File: config.mk
export PLATFORM = sky130hd
export DESIGN_NAME = clipped_alpha_blitter_top_flat
export DESIGN_NICKNAME = d
export VERILOG_FILES = /design/src/rtl/cab_pkg.sv /design/src/rtl/cab_if.sv /design/src/rtl/cab_queue.sv /design/src/rtl/cab_front.sv /design/src/rtl/cab_back.sv /design/src/rtl/clipped_alpha_blitter_top.sv /design/src/flat_wrapper.sv
export SDC_FILE = /design/constraint.sdc
export NUM_CORES = 2
export LEC_CHECK = 0
export BUFFER_PORTS_ARGS = -buffer_cell sky130_fd_sc_hd__buf_2
export CORE_ASPECT_RATIO = 1.1
export CORE_UTILIZATION = 56
export DETAILED_ROUTE_END_ITERATION = 8
export PLACE_DENSITY = 0.7
export SLEW_MARGIN = 20
export SYNTH_ARGS = -nofsm -noshare
export SYNTH_HDL_FRONTEND = slang
export SYNTH_SLANG_ARGS = --single-unit
File: constraint.sdc
create_clock -name clk -period 7.4 [get_ports clk]
set_clock_uncertainty 0.2 [all_clocks]
set_input_delay 0 -clock clk [delete_from_list [all_inputs] [get_ports clk]]
set_output_delay 0 -clock clk [all_outputs]
set_load 0.05 [all_outputs]
File: src/rtl/cab_pkg.sv
// shared types, constants and helpers of the clipped alpha blitter
package cab_pkg;

    localparam int XY_W    = 13;
    localparam int PIX_W   = 32;
    localparam int ADDR_W  = 24;
    localparam int CH_W    = 8;
    localparam int PROD_W  = 2 * CH_W;
    localparam int IDX_W   = 3;
    localparam int Q_PTR_W = 2;
    localparam int Q_DEPTH = 1 << Q_PTR_W;

    localparam logic [CH_W-1:0] CH_MAX = 8'hff;

    typedef enum logic [IDX_W-1:0] {
        REG_DEST_WIDTH  = 3'd0,
        REG_DEST_HEIGHT = 3'd1,
        REG_PLACE_X     = 3'd2,
        REG_PLACE_Y     = 3'd3,
        REG_SRC_WIDTH   = 3'd4,
        REG_SRC_HEIGHT  = 3'd5,
        REG_BLIT_MODE   = 3'd6
    } cfg_reg_t;

    typedef enum logic [1:0] {
        MODE_COPY  = 2'd0,
        MODE_BLEND = 2'd1,
        MODE_KEYED = 2'd2
    } blit_mode_t;

    // one classified pixel waiting for the back end
    typedef struct packed {
        logic              we;
        logic              blend;
        logic              last;
        logic [XY_W-1:0]   x;
        logic [XY_W-1:0]   y;
        logic [PIX_W-1:0]  src;
        logic [PIX_W-1:0]  dst;
    } cab_job_t;

    // exact floor(v / 255) for v up to 255 * 255
    function automatic logic [CH_W-1:0] div255(input logic [PROD_W-1:0] v);
        logic [PROD_W:0] s;
        s = {1'b0, v} + (PROD_W+1)'(v[PROD_W-1:CH_W]) + (PROD_W+1)'(1);
        return s[PROD_W-1:CH_W];
    endfunction

endpackage

File: src/rtl/cab_if.sv
// request channels of the clipped alpha blitter
interface cab_in_if import cab_pkg::*; ();
    logic             valid;
    logic             ready;
    logic [PIX_W-1:0] src_pixel;
    logic [PIX_W-1:0] dst_pixel;

    modport source (output valid, output src_pixel, output dst_pixel, input ready);
    modport sink (input valid, input src_pixel, input dst_pixel, output ready);
endinterface

interface cab_out_if import cab_pkg::*; ();
    logic              valid;
    logic              ready;
    logic              write_enable;
    logic [ADDR_W-1:0] dest_address;
    logic [PIX_W-1:0]  out_pixel;
    logic              last;

    modport source (output valid, output write_enable, output dest_address,
                    output out_pixel, output last, input ready);
    modport sink (input valid, input write_enable, input dest_address,
                  input out_pixel, input last, output ready);
endinterface

File: src/rtl/cab_queue.sv
// small fifo between the front end and the back end
module cab_queue import cab_pkg::*;
(
    input  logic     clk,
    input  logic     rst_n,
    input  logic     push,
    input  cab_job_t push_job,
    output logic     full,
    input  logic     pop,
    output cab_job_t pop_job,
    output logic     empty
);

    cab_job_t             mem_reg [Q_DEPTH];
    logic [Q_PTR_W-1:0]   wr_ptr_reg, wr_ptr_next;
    logic [Q_PTR_W-1:0]   rd_ptr_reg, rd_ptr_next;
    logic [Q_PTR_W:0]     count_reg, count_next;

    assign full    = (count_reg == (Q_PTR_W+1)'(Q_DEPTH));
    assign empty   = (count_reg == '0);
    assign pop_job = mem_reg[rd_ptr_reg];

    always_comb
    begin
        wr_ptr_next = push ? wr_ptr_reg + Q_PTR_W'(1) : wr_ptr_reg;
        rd_ptr_next = pop ? rd_ptr_reg + Q_PTR_W'(1) : rd_ptr_reg;
        count_next  = count_reg;
        if (push && !pop)
        begin
            count_next = count_reg + (Q_PTR_W+1)'(1);
        end
        else if (pop && !push)
        begin
            count_next = count_reg - (Q_PTR_W+1)'(1);
        end
    end

    always_ff @(posedge clk or negedge rst_n)
    begin
        if (!rst_n)
        begin
            wr_ptr_reg <= '0;
            rd_ptr_reg <= '0;
            count_reg  <= '0;
        end
        else
        begin
            wr_ptr_reg <= wr_ptr_next;
            rd_ptr_reg <= rd_ptr_next;
            count_reg  <= count_next;
        end
    end

    always_ff @(posedge clk)
    begin
        if (push)
        begin
            mem_reg[wr_ptr_reg] <= push_job;
        end
    end

endmodule

File: src/rtl/cab_front.sv
// register bank, rectangle counters and clip/key classification
module cab_front import cab_pkg::*;
#(
    parameter int MAX_DIM = 4096,
    parameter int DIM_W   = 13
)
(
    input  logic             clk,
    input  logic             rst_n,
    input  logic             cfg_we,
    input  logic [IDX_W-1:0] cfg_index,
    input  logic [XY_W-1:0]  cfg_data,
    cab_in_if.sink           pix_in,
    input  logic             q_full,
    output logic             q_push,
    output cab_job_t         q_job,
    output logic [DIM_W-1:0] dw
);

    localparam int CNT_W = $clog2(MAX_DIM);
    localparam int CMP_W = DIM_W + 1;
    localparam int SUM_W = ((CNT_W > XY_W) ? CNT_W : XY_W) + 2;
    localparam logic [XY_W:0]    MAX_DIM_X = (XY_W+1)'(MAX_DIM);
    localparam logic [DIM_W-1:0] DW_RST = DIM_W'((MAX_DIM < 1024) ? MAX_DIM : 1024);
    localparam logic [DIM_W-1:0] DH_RST = DIM_W'((MAX_DIM < 768) ? MAX_DIM : 768);
    localparam logic [DIM_W-1:0] SW_RST = DIM_W'((MAX_DIM < 16) ? MAX_DIM : 16);

    function automatic logic [DIM_W-1:0] clamp_dim(input logic [XY_W-1:0] v);
        logic [XY_W:0] ve;
        ve = {1'b0, v};
        if (v == '0)
        begin
            return DIM_W'(1);
        end
        else if (ve > MAX_DIM_X)
        begin
            return DIM_W'(MAX_DIM);
        end
        return DIM_W'(v);
    endfunction

    logic [DIM_W-1:0] dw_reg, dw_next, dh_reg, dh_next;
    logic [DIM_W-1:0] sw_reg, sw_next, sh_reg, sh_next;
    logic [XY_W-1:0]  px_reg, px_next, py_reg, py_next;
    blit_mode_t       mode_reg, mode_next;
    logic [CNT_W-1:0] col_reg, col_next, row_reg, row_next;

    logic             cfg_hit;
    logic             accept;
    logic [CMP_W-1:0] col_inc, row_inc;
    logic             col_wrap, row_wrap;
    logic [SUM_W-1:0] cx, cy;
    logic             on_surface, keyed_out;

    assign pix_in.ready = !q_full;
    assign accept       = pix_in.valid && !q_full;
    assign dw           = dw_reg;

    // register writes
    always_comb
    begin
        dw_next   = dw_reg;
        dh_next   = dh_reg;
        px_next   = px_reg;
        py_next   = py_reg;
        sw_next   = sw_reg;
        sh_next   = sh_reg;
        mode_next = mode_reg;
        cfg_hit   = 1'b0;
        if (cfg_we)
        begin
            cfg_hit = 1'b1;
            unique case (cfg_reg_t'(cfg_index))
                REG_DEST_WIDTH:  dw_next   = clamp_dim(cfg_data);
                REG_DEST_HEIGHT: dh_next   = clamp_dim(cfg_data);
                REG_PLACE_X:     px_next   = cfg_data;
                REG_PLACE_Y:     py_next   = cfg_data;
                REG_SRC_WIDTH:   sw_next   = clamp_dim(cfg_data);
                REG_SRC_HEIGHT:  sh_next   = clamp_dim(cfg_data);
                REG_BLIT_MODE:   mode_next = blit_mode_t'(cfg_data[1:0]);
                default:         cfg_hit   = 1'b0;
            endcase
        end
    end

    // raster position inside the rectangle, restarted by any register write
    always_comb
    begin
        col_inc  = CMP_W'(col_reg) + CMP_W'(1);
        row_inc  = CMP_W'(row_reg) + CMP_W'(1);
        col_wrap = (col_inc >= CMP_W'(sw_reg));
        row_wrap = (row_inc >= CMP_W'(sh_reg));
        col_next = col_reg;
        row_next = row_reg;
        if (cfg_hit)
        begin
            col_next = '0;
            row_next = '0;
        end
        else if (accept)
        begin
            if (col_wrap)
            begin
                col_next = '0;
                row_next = row_wrap ? '0 : row_inc[CNT_W-1:0];
            end
            else
            begin
                col_next = col_inc[CNT_W-1:0];
            end
        end
    end

    // a negative position reads as a huge unsigned value, so one compare clips both sides
    always_comb
    begin
        cx         = SUM_W'($signed(px_reg)) + SUM_W'(col_reg);
        cy         = SUM_W'($signed(py_reg)) + SUM_W'(row_reg);
        on_surface = (cx < SUM_W'(dw_reg)) && (cy < SUM_W'(dh_reg));
        keyed_out  = (mode_reg == MODE_KEYED) && (pix_in.src_pixel[PIX_W-1 -: CH_W] == '0);

        q_push      = accept;
        q_job.we    = on_surface && !keyed_out;
        q_job.blend = (mode_reg == MODE_BLEND);
        q_job.last  = col_wrap && row_wrap;
        q_job.x     = cx[XY_W-1:0];
        q_job.y     = cy[XY_W-1:0];
        q_job.src   = pix_in.src_pixel;
        q_job.dst   = pix_in.dst_pixel;
    end

    always_ff @(posedge clk or negedge rst_n)
    begin
        if (!rst_n)
        begin
            dw_reg   <= DW_RST;
            dh_reg   <= DH_RST;
            px_reg   <= '0;
            py_reg   <= '0;
            sw_reg   <= SW_RST;
            sh_reg   <= SW_RST;
            mode_reg <= MODE_COPY;
            col_reg  <= '0;
            row_reg  <= '0;
        end
        else
        begin
            dw_reg   <= dw_next;
            dh_reg   <= dh_next;
            px_reg   <= px_next;
            py_reg   <= py_next;
            sw_reg   <= sw_next;
            sh_reg   <= sh_next;
            mode_reg <= mode_next;
            col_reg  <= col_next;
            row_reg  <= row_next;
        end
    end

endmodule

File: src/rtl/cab_back.sv
// two-stage datapath: multiplies, then blend divide, address add and output register
module cab_back import cab_pkg::*;
#(
    parameter int DIM_W = 13
)
(
    input  logic             clk,
    input  logic             rst_n,
    input  logic             job_valid,
    input  cab_job_t         job,
    output logic             job_pop,
    input  logic [DIM_W-1:0] dw,
    cab_out_if.source        pix_out
);

    localparam int YP_W = XY_W + DIM_W;

    logic advance;

    // stage 1
    logic               s1_valid_reg, s1_valid_next;
    logic               s1_we_reg, s1_we_next;
    logic               s1_blend_reg, s1_blend_next;
    logic               s1_last_reg, s1_last_next;
    logic [XY_W-1:0]    s1_x_reg, s1_x_next;
    logic [ADDR_W-1:0]  s1_base_reg, s1_base_next;
    logic [PIX_W-1:0]   s1_src_reg, s1_src_next;
    logic [PROD_W-1:0]  s1_ps_reg [3];
    logic [PROD_W-1:0]  s1_ps_next [3];
    logic [PROD_W-1:0]  s1_pd_reg [3];
    logic [PROD_W-1:0]  s1_pd_next [3];

    // output stage
    logic               out_valid_reg, out_valid_next;
    logic               out_we_reg, out_we_next;
    logic [ADDR_W-1:0]  out_addr_reg, out_addr_next;
    logic [PIX_W-1:0]   out_pix_reg, out_pix_next;
    logic               out_last_reg, out_last_next;

    logic [YP_W-1:0]    y_prod;
    logic [CH_W-1:0]    alpha;
    logic [CH_W-1:0]    mix [3];
    logic [PIX_W-1:0]   blended;

    assign advance = !out_valid_reg || pix_out.ready;
    assign job_pop = advance && job_valid;

    always_comb
    begin
        alpha         = job.src[PIX_W-1 -: CH_W];
        y_prod        = YP_W'(job.y) * YP_W'(dw);
        s1_valid_next = advance ? job_valid : s1_valid_reg;
        s1_we_next    = job.we;
        s1_blend_next = job.blend;
        s1_last_next  = job.last;
        s1_x_next     = job.x;
        s1_base_next  = ADDR_W'(y_prod);
        s1_src_next   = job.src;
        for (int k = 0; k < 3; k++)
        begin
            s1_ps_next[k] = PROD_W'(alpha) * PROD_W'(job.src[k*CH_W +: CH_W]);
            s1_pd_next[k] = PROD_W'(CH_MAX - alpha) * PROD_W'(job.dst[k*CH_W +: CH_W]);
        end
    end

    always_comb
    begin
        for (int k = 0; k < 3; k++)
        begin
            mix[k] = div255(s1_ps_reg[k] + s1_pd_reg[k]);
        end
        blended        = {CH_MAX, mix[2], mix[1], mix[0]};
        out_valid_next = advance ? s1_valid_reg : out_valid_reg;
        out_we_next    = s1_we_reg;
        out_last_next  = s1_last_reg;
        out_addr_next  = '0;
        out_pix_next   = '0;
        if (s1_we_reg)
        begin
            out_addr_next = s1_base_reg + ADDR_W'(s1_x_reg);
            out_pix_next  = s1_blend_reg ? blended : s1_src_reg;
        end
    end

    always_ff @(posedge clk or negedge rst_n)
    begin
        if (!rst_n)
        begin
            s1_valid_reg  <= 1'b0;
            out_valid_reg <= 1'b0;
        end
        else
        begin
            s1_valid_reg  <= s1_valid_next;
            out_valid_reg <= out_valid_next;
        end
    end

    always_ff @(posedge clk)
    begin
        if (job_pop)
        begin
            s1_we_reg    <= s1_we_next;
            s1_blend_reg <= s1_blend_next;
            s1_last_reg  <= s1_last_next;
            s1_x_reg     <= s1_x_next;
            s1_base_reg  <= s1_base_next;
            s1_src_reg   <= s1_src_next;
            s1_ps_reg    <= s1_ps_next;
            s1_pd_reg    <= s1_pd_next;
        end
        if (advance && s1_valid_reg)
        begin
            out_we_reg   <= out_we_next;
            out_addr_reg <= out_addr_next;
            out_pix_reg  <= out_pix_next;
            out_last_reg <= out_last_next;
        end
    end

    assign pix_out.valid        = out_valid_reg;
    assign pix_out.write_enable = out_we_reg;
    assign pix_out.dest_address = out_addr_reg;
    assign pix_out.out_pixel    = out_pix_reg;
    assign pix_out.last         = out_last_reg;

endmodule

File: src/rtl/clipped_alpha_blitter_top.sv
// top level of the clipped ARGB8888 alpha blitter
// usage:
//   pix_in carries one request per source pixel of the rectangle, in raster
//   order, together with the destination pixel now at that spot
//   pix_out returns one request per input: write enable, destination address,
//   pixel to write and a last flag on the final pixel of the rectangle
//   the cfg port (cfg_we, cfg_index, cfg_data) writes the seven registers;
//   write only while no request is in flight; any write to registers 0..6
//   restarts the rectangle at its top left corner, index 7 is ignored
// timing:
//   one request per clock sustained while pix_out stays ready; a taken input passes
//   through a queue slot, the multiply stage and the output register
//   the front end takes input whenever its four-entry queue has room, so it
//   keeps accepting while a finished result waits on pix_out
// stall and reset:
//   when pix_out is not ready the back end holds, the queue fills and then
//   pix_in.ready drops; nothing is lost or repeated
//   reset empties the pipe, restores the register defaults and zeroes the
//   row and column counters
module clipped_alpha_blitter_top import cab_pkg::*;
#(
    parameter int MAX_DIM = 4096
)
(
    input  logic             clk,
    input  logic             rst_n,
    input  logic             cfg_we,
    input  logic [IDX_W-1:0] cfg_index,
    input  logic [XY_W-1:0]  cfg_data,
    cab_in_if.sink           pix_in,
    cab_out_if.source        pix_out
);

    // sizes are clamped to MAX_DIM, so they need enough bits to hold MAX_DIM itself
    localparam int DIM_W = $clog2(MAX_DIM + 1);

    logic             q_full;
    logic             q_empty;
    logic             q_push;
    logic             q_pop;
    cab_job_t         push_job;
    cab_job_t         pop_job;
    logic [DIM_W-1:0] dw;

    // front end: registers, counters, clip and color-key decision
    cab_front #(
        .MAX_DIM (MAX_DIM),
        .DIM_W   (DIM_W)
    ) u_front (
        .clk       (clk),
        .rst_n     (rst_n),
        .cfg_we    (cfg_we),
        .cfg_index (cfg_index),
        .cfg_data  (cfg_data),
        .pix_in    (pix_in),
        .q_full    (q_full),
        .q_push    (q_push),
        .q_job     (push_job),
        .dw        (dw)
    );

    // decouples input acceptance from output stalls
    cab_queue u_queue (
        .clk      (clk),
        .rst_n    (rst_n),
        .push     (q_push),
        .push_job (push_job),
        .full     (q_full),
        .pop      (q_pop),
        .pop_job  (pop_job),
        .empty    (q_empty)
    );

    // back end: address multiply and per-channel blend
    cab_back #(
        .DIM_W (DIM_W)
    ) u_back (
        .clk       (clk),
        .rst_n     (rst_n),
        .job_valid (!q_empty),
        .job       (pop_job),
        .job_pop   (q_pop),
        .dw        (dw),
        .pix_out   (pix_out)
    );

endmodule

File: src/flat_wrapper.sv
// flat-port wrapper written by rule: the top's interface ports become plain ports
module clipped_alpha_blitter_top_flat import cab_pkg::*;
#(
    parameter int MAX_DIM = 4096
)
  (clk, rst_n, cfg_we, cfg_index, cfg_data, pix_in_valid, pix_in_src_pixel, pix_in_dst_pixel, pix_in_ready, pix_out_valid, pix_out_write_enable, pix_out_dest_address, pix_out_out_pixel, pix_out_last, pix_out_ready);
  cab_in_if pix_in_i ();
  cab_out_if pix_out_i ();
  input  logic clk;
  input  logic rst_n;
  input  logic cfg_we;
  input  logic [IDX_W-1:0] cfg_index;
  input  logic [XY_W-1:0] cfg_data;
  input wire logic [$bits(pix_in_i.valid)-1:0] pix_in_valid;
  input wire logic [$bits(pix_in_i.src_pixel)-1:0] pix_in_src_pixel;
  input wire logic [$bits(pix_in_i.dst_pixel)-1:0] pix_in_dst_pixel;
  output wire logic [$bits(pix_in_i.ready)-1:0] pix_in_ready;
  output wire logic [$bits(pix_out_i.valid)-1:0] pix_out_valid;
  output wire logic [$bits(pix_out_i.write_enable)-1:0] pix_out_write_enable;
  output wire logic [$bits(pix_out_i.dest_address)-1:0] pix_out_dest_address;
  output wire logic [$bits(pix_out_i.out_pixel)-1:0] pix_out_out_pixel;
  output wire logic [$bits(pix_out_i.last)-1:0] pix_out_last;
  input wire logic [$bits(pix_out_i.ready)-1:0] pix_out_ready;
  assign pix_in_i.valid = pix_in_valid;
  assign pix_in_i.src_pixel = pix_in_src_pixel;
  assign pix_in_i.dst_pixel = pix_in_dst_pixel;
  assign pix_in_ready = pix_in_i.ready;
  assign pix_out_valid = pix_out_i.valid;
  assign pix_out_write_enable = pix_out_i.write_enable;
  assign pix_out_dest_address = pix_out_i.dest_address;
  assign pix_out_out_pixel = pix_out_i.out_pixel;
  assign pix_out_last = pix_out_i.last;
  assign pix_out_i.ready = pix_out_ready;
  clipped_alpha_blitter_top #(.MAX_DIM(MAX_DIM)) u_core (.clk(clk), .rst_n(rst_n), .cfg_we(cfg_we), .cfg_index(cfg_index), .cfg_data(cfg_data), .pix_in(pix_in_i), .pix_out(pix_out_i));
endmodule
* Word-level counts from Yosys, hierarchy flattened
Memories as Yosys holds them, arrays and structs flattened.
Cells that the tools add are included.
** Operators by class
- $add $sub $neg :: 19
- Multiply operators :: 7
- $lt $le $gt $ge :: 5
- Eq/ne operators :: 9
- Multiplexer cells :: 30
- Reduce and logical (&&, ||, !) cells :: 32
** Operators with widths (count)
- 2-to-1 mux 12 bit :: 7
- 2-to-1 mux 13 bit :: 6
- adder 16 x 1 -> 16 bit (second input constant) :: 3
- adder 16 bit :: 3
- adder 16 x 8 -> 16 bit :: 3
- multiplier 8 x 8 -> 16 bit :: 3
- multiplier 16 x 8 -> 16 bit :: 2
- 2-to-1 mux 32 bit :: 1
- < comparator 15 x 13 -> 1 bit :: 2
- adder 13 x 13 -> 14 bit :: 2
- adder 12 x 1 -> 13 bit (second input constant) :: 2
- greater-or-equal comparator 13 bit :: 2
- adder 24 x 13 -> 24 bit :: 1
- multiplier 13 x 13 -> 24 bit :: 1
- multiplier 9 x 9 -> 16 bit :: 1
- AND reduction 2 bit :: 8
- 2-to-1 mux 1 bit :: 14
- > comparator 13 bit (second input constant) :: 1
- logical NOT 13 bit :: 1
- == test 3 bit (second input constant) :: 4
- logical AND 1 bit :: 9
- subtractor 8 x 8 -> 9 bit (first input constant) :: 1
- logical NOT 8 bit :: 1
- OR reduction 7 bit :: 1
- 12 further kinds :: 23
** Storage, ports and cells
- Register bits after elaboration :: 339
- Memory bits (writable) :: 372
- Bits of input ports :: 85
- Output and inout bits :: 60
- Memories :: 1
** Memory list
- u_core.u_queue.mem_reg :: words 4, width 93, read ports 1, clocked after Yosys merged registers in 0, write ports 1, RTL line cab_queue.sv:14 : cab_job_t mem_reg [Q_DEPTH];

* Depth between registers and ports, before layout
- Word-level depth :: 7
- Gate-level depth with buffers :: 26
- Gate-level depth less buffers :: 23

* Cells and area by module
A second synthesis with hierarchy kept.
** Second synthesis, totals
- Cell total of the unflattened synthesis :: 4231
- Area, all modules :: 50081.8 um2
** By module, submodules not included
- cab_back :: times used 1, cells each 2900, area each 28914.0 um2, seq. area each 6836.6 um2
- cab_queue :: times used 1, cells each 520, area each 13863.3 um2, seq. area each 11345.9 um2
- cab_front :: times used 1, cells each 810, area each 7300.8 um2, seq. area each 2608.8 um2
- clipped_alpha_blitter_top :: times used 1, cells each 1, area each 3.8 um2, seq. area each 0.0 um2

* Worst setup path before layout
Ideal clock, no wire load.
- Path kind :: reg2reg
- Start point :: reg u_core.u_back.out_valid_reg, in the netlist u_core.u_back.pix_out.valid
- End point :: reg u_core.u_queue.count_reg[1]
- Setup time :: 125 ps
- Data arrival time :: 6345 ps
- Slack :: 730 ps
- Cell stages (with the launch flop) :: 8
- Period minus slack after synthesis :: 6670 ps
- Path through :: dfrtp_1 nand2b_1 o31a_1 inv_1 ha_1 inv_1 fa_1 mux2_2
** Between the ends
- Longest elaborated chain between the ends :: 6
- Elaborated cells on any way between the ends :: 8
- Those cells by class :: mux: 1; reduce/logical: 7
** Ends and longest elaborated chain
- start: declaration :: RTL line cab_back.sv:34 : logic out_valid_reg, out_valid_next;
- start signal: assignment :: RTL line cab_back.sv:95 : out_valid_reg <= out_valid_next;
- logical NOT 1 bit :: RTL line cab_back.sv:45 : assign advance = !out_valid_reg || pix_out.ready;
- logical OR 1 bit :: RTL line cab_back.sv:45
- logical AND 1 bit :: RTL line cab_back.sv:46 : assign job_pop = advance && job_valid;
- named net u_core.q_pop :: RTL line clipped_alpha_blitter_top.sv:40 : logic q_pop;
- logical NOT 1 bit :: RTL line cab_queue.sv:28 : if (push && !pop)
- logical AND 1 bit :: RTL line cab_queue.sv:28
- 2-to-1 mux 3 bit :: RTL line cab_queue.sv:28
- named net u_core.u_queue.count_next[1] :: RTL line cab_queue.sv:17 : logic [Q_PTR_W:0] count_reg, count_next;
- end signal: assignment :: RTL line cab_queue.sv:50 : count_reg <= count_next;
- end: declaration :: RTL line cab_queue.sv:17
The timed path passes the listed nets, and every way through them passes these cells.
A chain may end at the register's enable or synchronous reset.

==> metrics.txt <==
run status=finished clean; clk slew on worst S/H paths=around 0.060 ns; total clock buffers created by CTS=75; DIE AREA=0.0868 sq mm; area share of the leading cell type in the synthesized netlist=between 30 and 40%; worst relative slew slack=roughly 30%; Worst Hold Class=in2reg; flops & latches, synth=~680; Yosys warning total=0; fraction of layout instances using a drive strength above 1=11.1%; total global routing overflow=0; DRC=0; overall global routing resource usage=25.4%; main area contributors after synthesis=sky130_fd_sc_hd__edfxtp_1 (35%), sky130_fd_sc_hd__fa_1 (14%), sky130_fd_sc_hd__ha_1 (11%); worst-skew pair later-pin latency=approximately 0.65 ns; First DRT Iteration DRCs=1965; number of fill cells=about 6600; post-synthesis instance total=~4300; Pre-Repair DR Iteration Count=6; post-synth top area cell=sky130_fd_sc_hd__edfxtp_1; final setup violation count=0; maximum number of pins on one net before global-route repair=66; number of different library cells in the post-synthesis netlist=96; number of max-slew violations in the final report=0; layer carrying the most global-route usage=met2; number of sinks on the clock net=between 600 and 700; number of flip-flops in the largest register=340; clock tree root driver cell=sky130_fd_sc_hd__clkbuf_16; Worst Path Max Fanout=39; number of buffer cells added on primary ports=between 100 and 150; final weighted congestion of routability-driven global placement=approximately 0.88; number of buffers added for setup after CTS=0; via count=~32000; die boundary height=about 310 microns; startpoint type of the worst setup path=flop; most used flip-flop cell after synthesis=sky130_fd_sc_hd__edfxtp_1; vias per cell=around 5.5; final-stage net count=~5400; total wire length=~110000 microns; Die X-Extent=between 200 and 300 microns; final sum of negative setup slack=0 ns; area delta synth->final=12.7%; setup repair after global routing missed its margin=false; count of final hold-check violations=0; Final period util=about 92%; required time reported for the critical path endpoint=7.58 ns; reported max-cap violation count=0; total number of H-tree levels=3; row cnt=around 110; CTS tree=yes; minimum clock period=just under 7 ns; pin slew with the least headroom to its limit=~1.0 ns; core area=around 0.085 sq mm; met1 capacity usage during global routing=roughly a third; wire per inst=roughly 19 microns; number of flops mapped to enable cells by yosys=roughly 570; largest buffer count on any clock path=3; synthesized cell area=0.0479 sq mm; number of global-route vias before repair=between 30000 and 40000; synthesized area per cell=roughly 11 sq um; slowest cell delay on critical path=approximately 0.64 ns; proportion of register bits with asynchronous set or reset after synthesis=roughly 17%; nets in the synthesized netlist=between 5000 and 6000; Worst Path Class, Setup=reg2reg; capturing element type of the critical path=flop; sequence of cells on the critical path=buf_12 -> mux2_2 -> o21ai_2 -> clkinv_1 -> buf_4 -> nor2_1 -> fa_1 -> ha_1 -> inv_1 -> fa_1 -> fa_1 -> inv_1 -> ha_1 -> o21ai_0 -> a21boi_0 -> o21ai_0 -> a21boi_0 -> o21ai_0 -> a21boi_0 -> nor4_1 -> a311o_1; Top delay family on crit path=compound AO/OA/AOI/OAI gates; Post-DRT Antenna Nets=0; # IOs=between 100 and 150; global routing usage on met3=roughly 3.5%; Max Fclk=~150 MHz; global-route wire length before repair=roughly 170000 microns; Initial Utilization=a little under three fifths; cell at the slowest stage of the critical path=sky130_fd_sc_hd__dfrtp_4; HPWL Detailed=slightly below 80000 microns; Critical Path AT=~7.0 ns; number of antenna violations at the first check in global routing=9; sequential cell area fraction in the yosys report=between 40% and 50%; GR met2 Demand/Resource=between 40 and 50%; Buf+Inv Stages, Crit Path=5
-- timing repair --
item | 4_1_cts | 5_1_grt
endpoints found under the hold margin | 551 | 0
hold buffers | 137 | 0
gates resized for setup | 0 | 0
-- worst min-delay path: cells and delay by family --
kind,cells,cell delay [ns]
AND/OR/NAND/NOR,2,0.24
buffers and inverters,2,0.60
-- per-layer routing --
layer	part of all wire [%]	vias up	wire length, microns
li1	-	15000	-
met2	50	789	53900
met1	41	15700	44500
met3	5.3	236	5770
met5	0.074	-	80
met4	3.4	12	3680
-- path summary, 6_finish.rpt --
check	to	startpoint	slack (ns)	cells after the start
worst max-delay path	u_core.u_back.s1_pd_reg[14]	u_core.u_queue.rd_ptr_reg[0]	0.57	21
worst min-delay path	u_core.u_back.pix_out.valid	pix_out_ready	0.04	4
worst max register to register	u_core.u_back.s1_pd_reg[14]	u_core.u_queue.rd_ptr_reg[0]	0.57	21
worst min register to register	u_core.u_back.pix_out.valid	u_core.u_back.s1_valid_reg	0.27	2
max in group asynchronous	u_core.u_front.sw_reg[2]	rst_n	5.94	4
min in group asynchronous	u_core.u_front.dh_reg[8]	rst_n	0.25	3
-- final cells by class --
type | count | area, sq um | area share, %
antenna | 3 | 7.51 | 0.0139
sequential | 679 | 19800 | 36.7
tap | 1140 | 1430 | 2.64
clock buffer | 89 | 1940 | 3.59
clock inverter | 48 | 597 | 1.10
inverter | 598 | 2240 | 4.15
multi-input combinational | 2855 | 25400 | 47.0
timing repair buffer | 340 | 2600 | 4.81
-- layout by cell type (no fill, tap or decap), types with 14 or more instances in the layout --
cell type                       count
sky130_fd_sc_hd__nand4_1           21
sky130_fd_sc_hd__nand3_1           67
sky130_fd_sc_hd__and3_1            19
sky130_fd_sc_hd__a21o_1            48
sky130_fd_sc_hd__ha_1             440
sky130_fd_sc_hd__nand2b_1          40
sky130_fd_sc_hd__inv_1            590
sky130_fd_sc_hd__nor2b_1           28
sky130_fd_sc_hd__mux2_2            78
sky130_fd_sc_hd__xnor2_1          129
sky130_fd_sc_hd__mux2i_1           42
sky130_fd_sc_hd__buf_4             66
sky130_fd_sc_hd__a31oi_1           15
sky130_fd_sc_hd__and2_1           143
sky130_fd_sc_hd__o21bai_1          14
sky130_fd_sc_hd__nor2_1           334
sky130_fd_sc_hd__edfxtp_1         566
sky130_fd_sc_hd__xor2_1            66
sky130_fd_sc_hd__clkbuf_16         75
sky130_fd_sc_hd__a211oi_1          23
sky130_fd_sc_hd__dfrtp_1          106
sky130_fd_sc_hd__nand2_1          429
sky130_fd_sc_hd__nor3_1            36
sky130_fd_sc_hd__o211ai_1          15
sky130_fd_sc_hd__clkinv_1          14
sky130_fd_sc_hd__o21a_1            40
sky130_fd_sc_hd__o21ai_0          144
sky130_fd_sc_hd__mux4_2            44
sky130_fd_sc_hd__buf_2            135
sky130_fd_sc_hd__a21oi_1          100
sky130_fd_sc_hd__o21ai_1           21
sky130_fd_sc_hd__fa_1             344
sky130_fd_sc_hd__dlygate4sd3_1    136
-- cells by family (layout without fill, tap and decap cells) --
group / Yosys count / in the layout / synth area share [%]
and+or+nand+nor: 1177 / 1177 / 11.3
adders and majority gates: 784 / 784 / 25.9
buffers and inverters: 718 / 1075 / 5.77
DFF: 679 / 679 / 41.4
AOI/OAI and AO/OA: 530 / 530 / 7.23
xor gates and xnor gates: 200 / 200 / 3.73
muxes: 164 / 164 / 4.78
other: 0 / 3 / 0
-- per-stage QoR --
step	hold WS, ns	setup WS [ns]	cell area (sq um)	instances	util [%]
final	0.0354	0.571	54000	5752	63.7
after global routing	0.0182	0.114	54000	5751	63.7
after CTS	0.000656	0.599	54000	5749	63.7
after detailed placement	-0.0899	0.610	50100	5475	59.1
after global placement	-0.0847	0.683	50100	5475	59.1
after floorplan	-0.496	0.730	47900	4252	-
-- Yosys cell counts, drive strengths merged (31+ instances only) --
cell type / instances
o21a: 41
edfxtp: 566
buf: 31
mux2i: 42
a21oi: 102
nand2b: 41
mux4: 44
nand3: 67
nor2: 334
dfrtp: 108
nor3: 36
and2: 146
xor2: 67
nand2: 430
a21o: 51
mux2: 78
xnor2: 133
fa: 344
inv: 591
o21ai: 176
ha: 440
clkbuf: 89
Power is left out: the tool's default activity adds up to more than one toggle a clock period on the data nets, which glitch-free logic cannot reach.
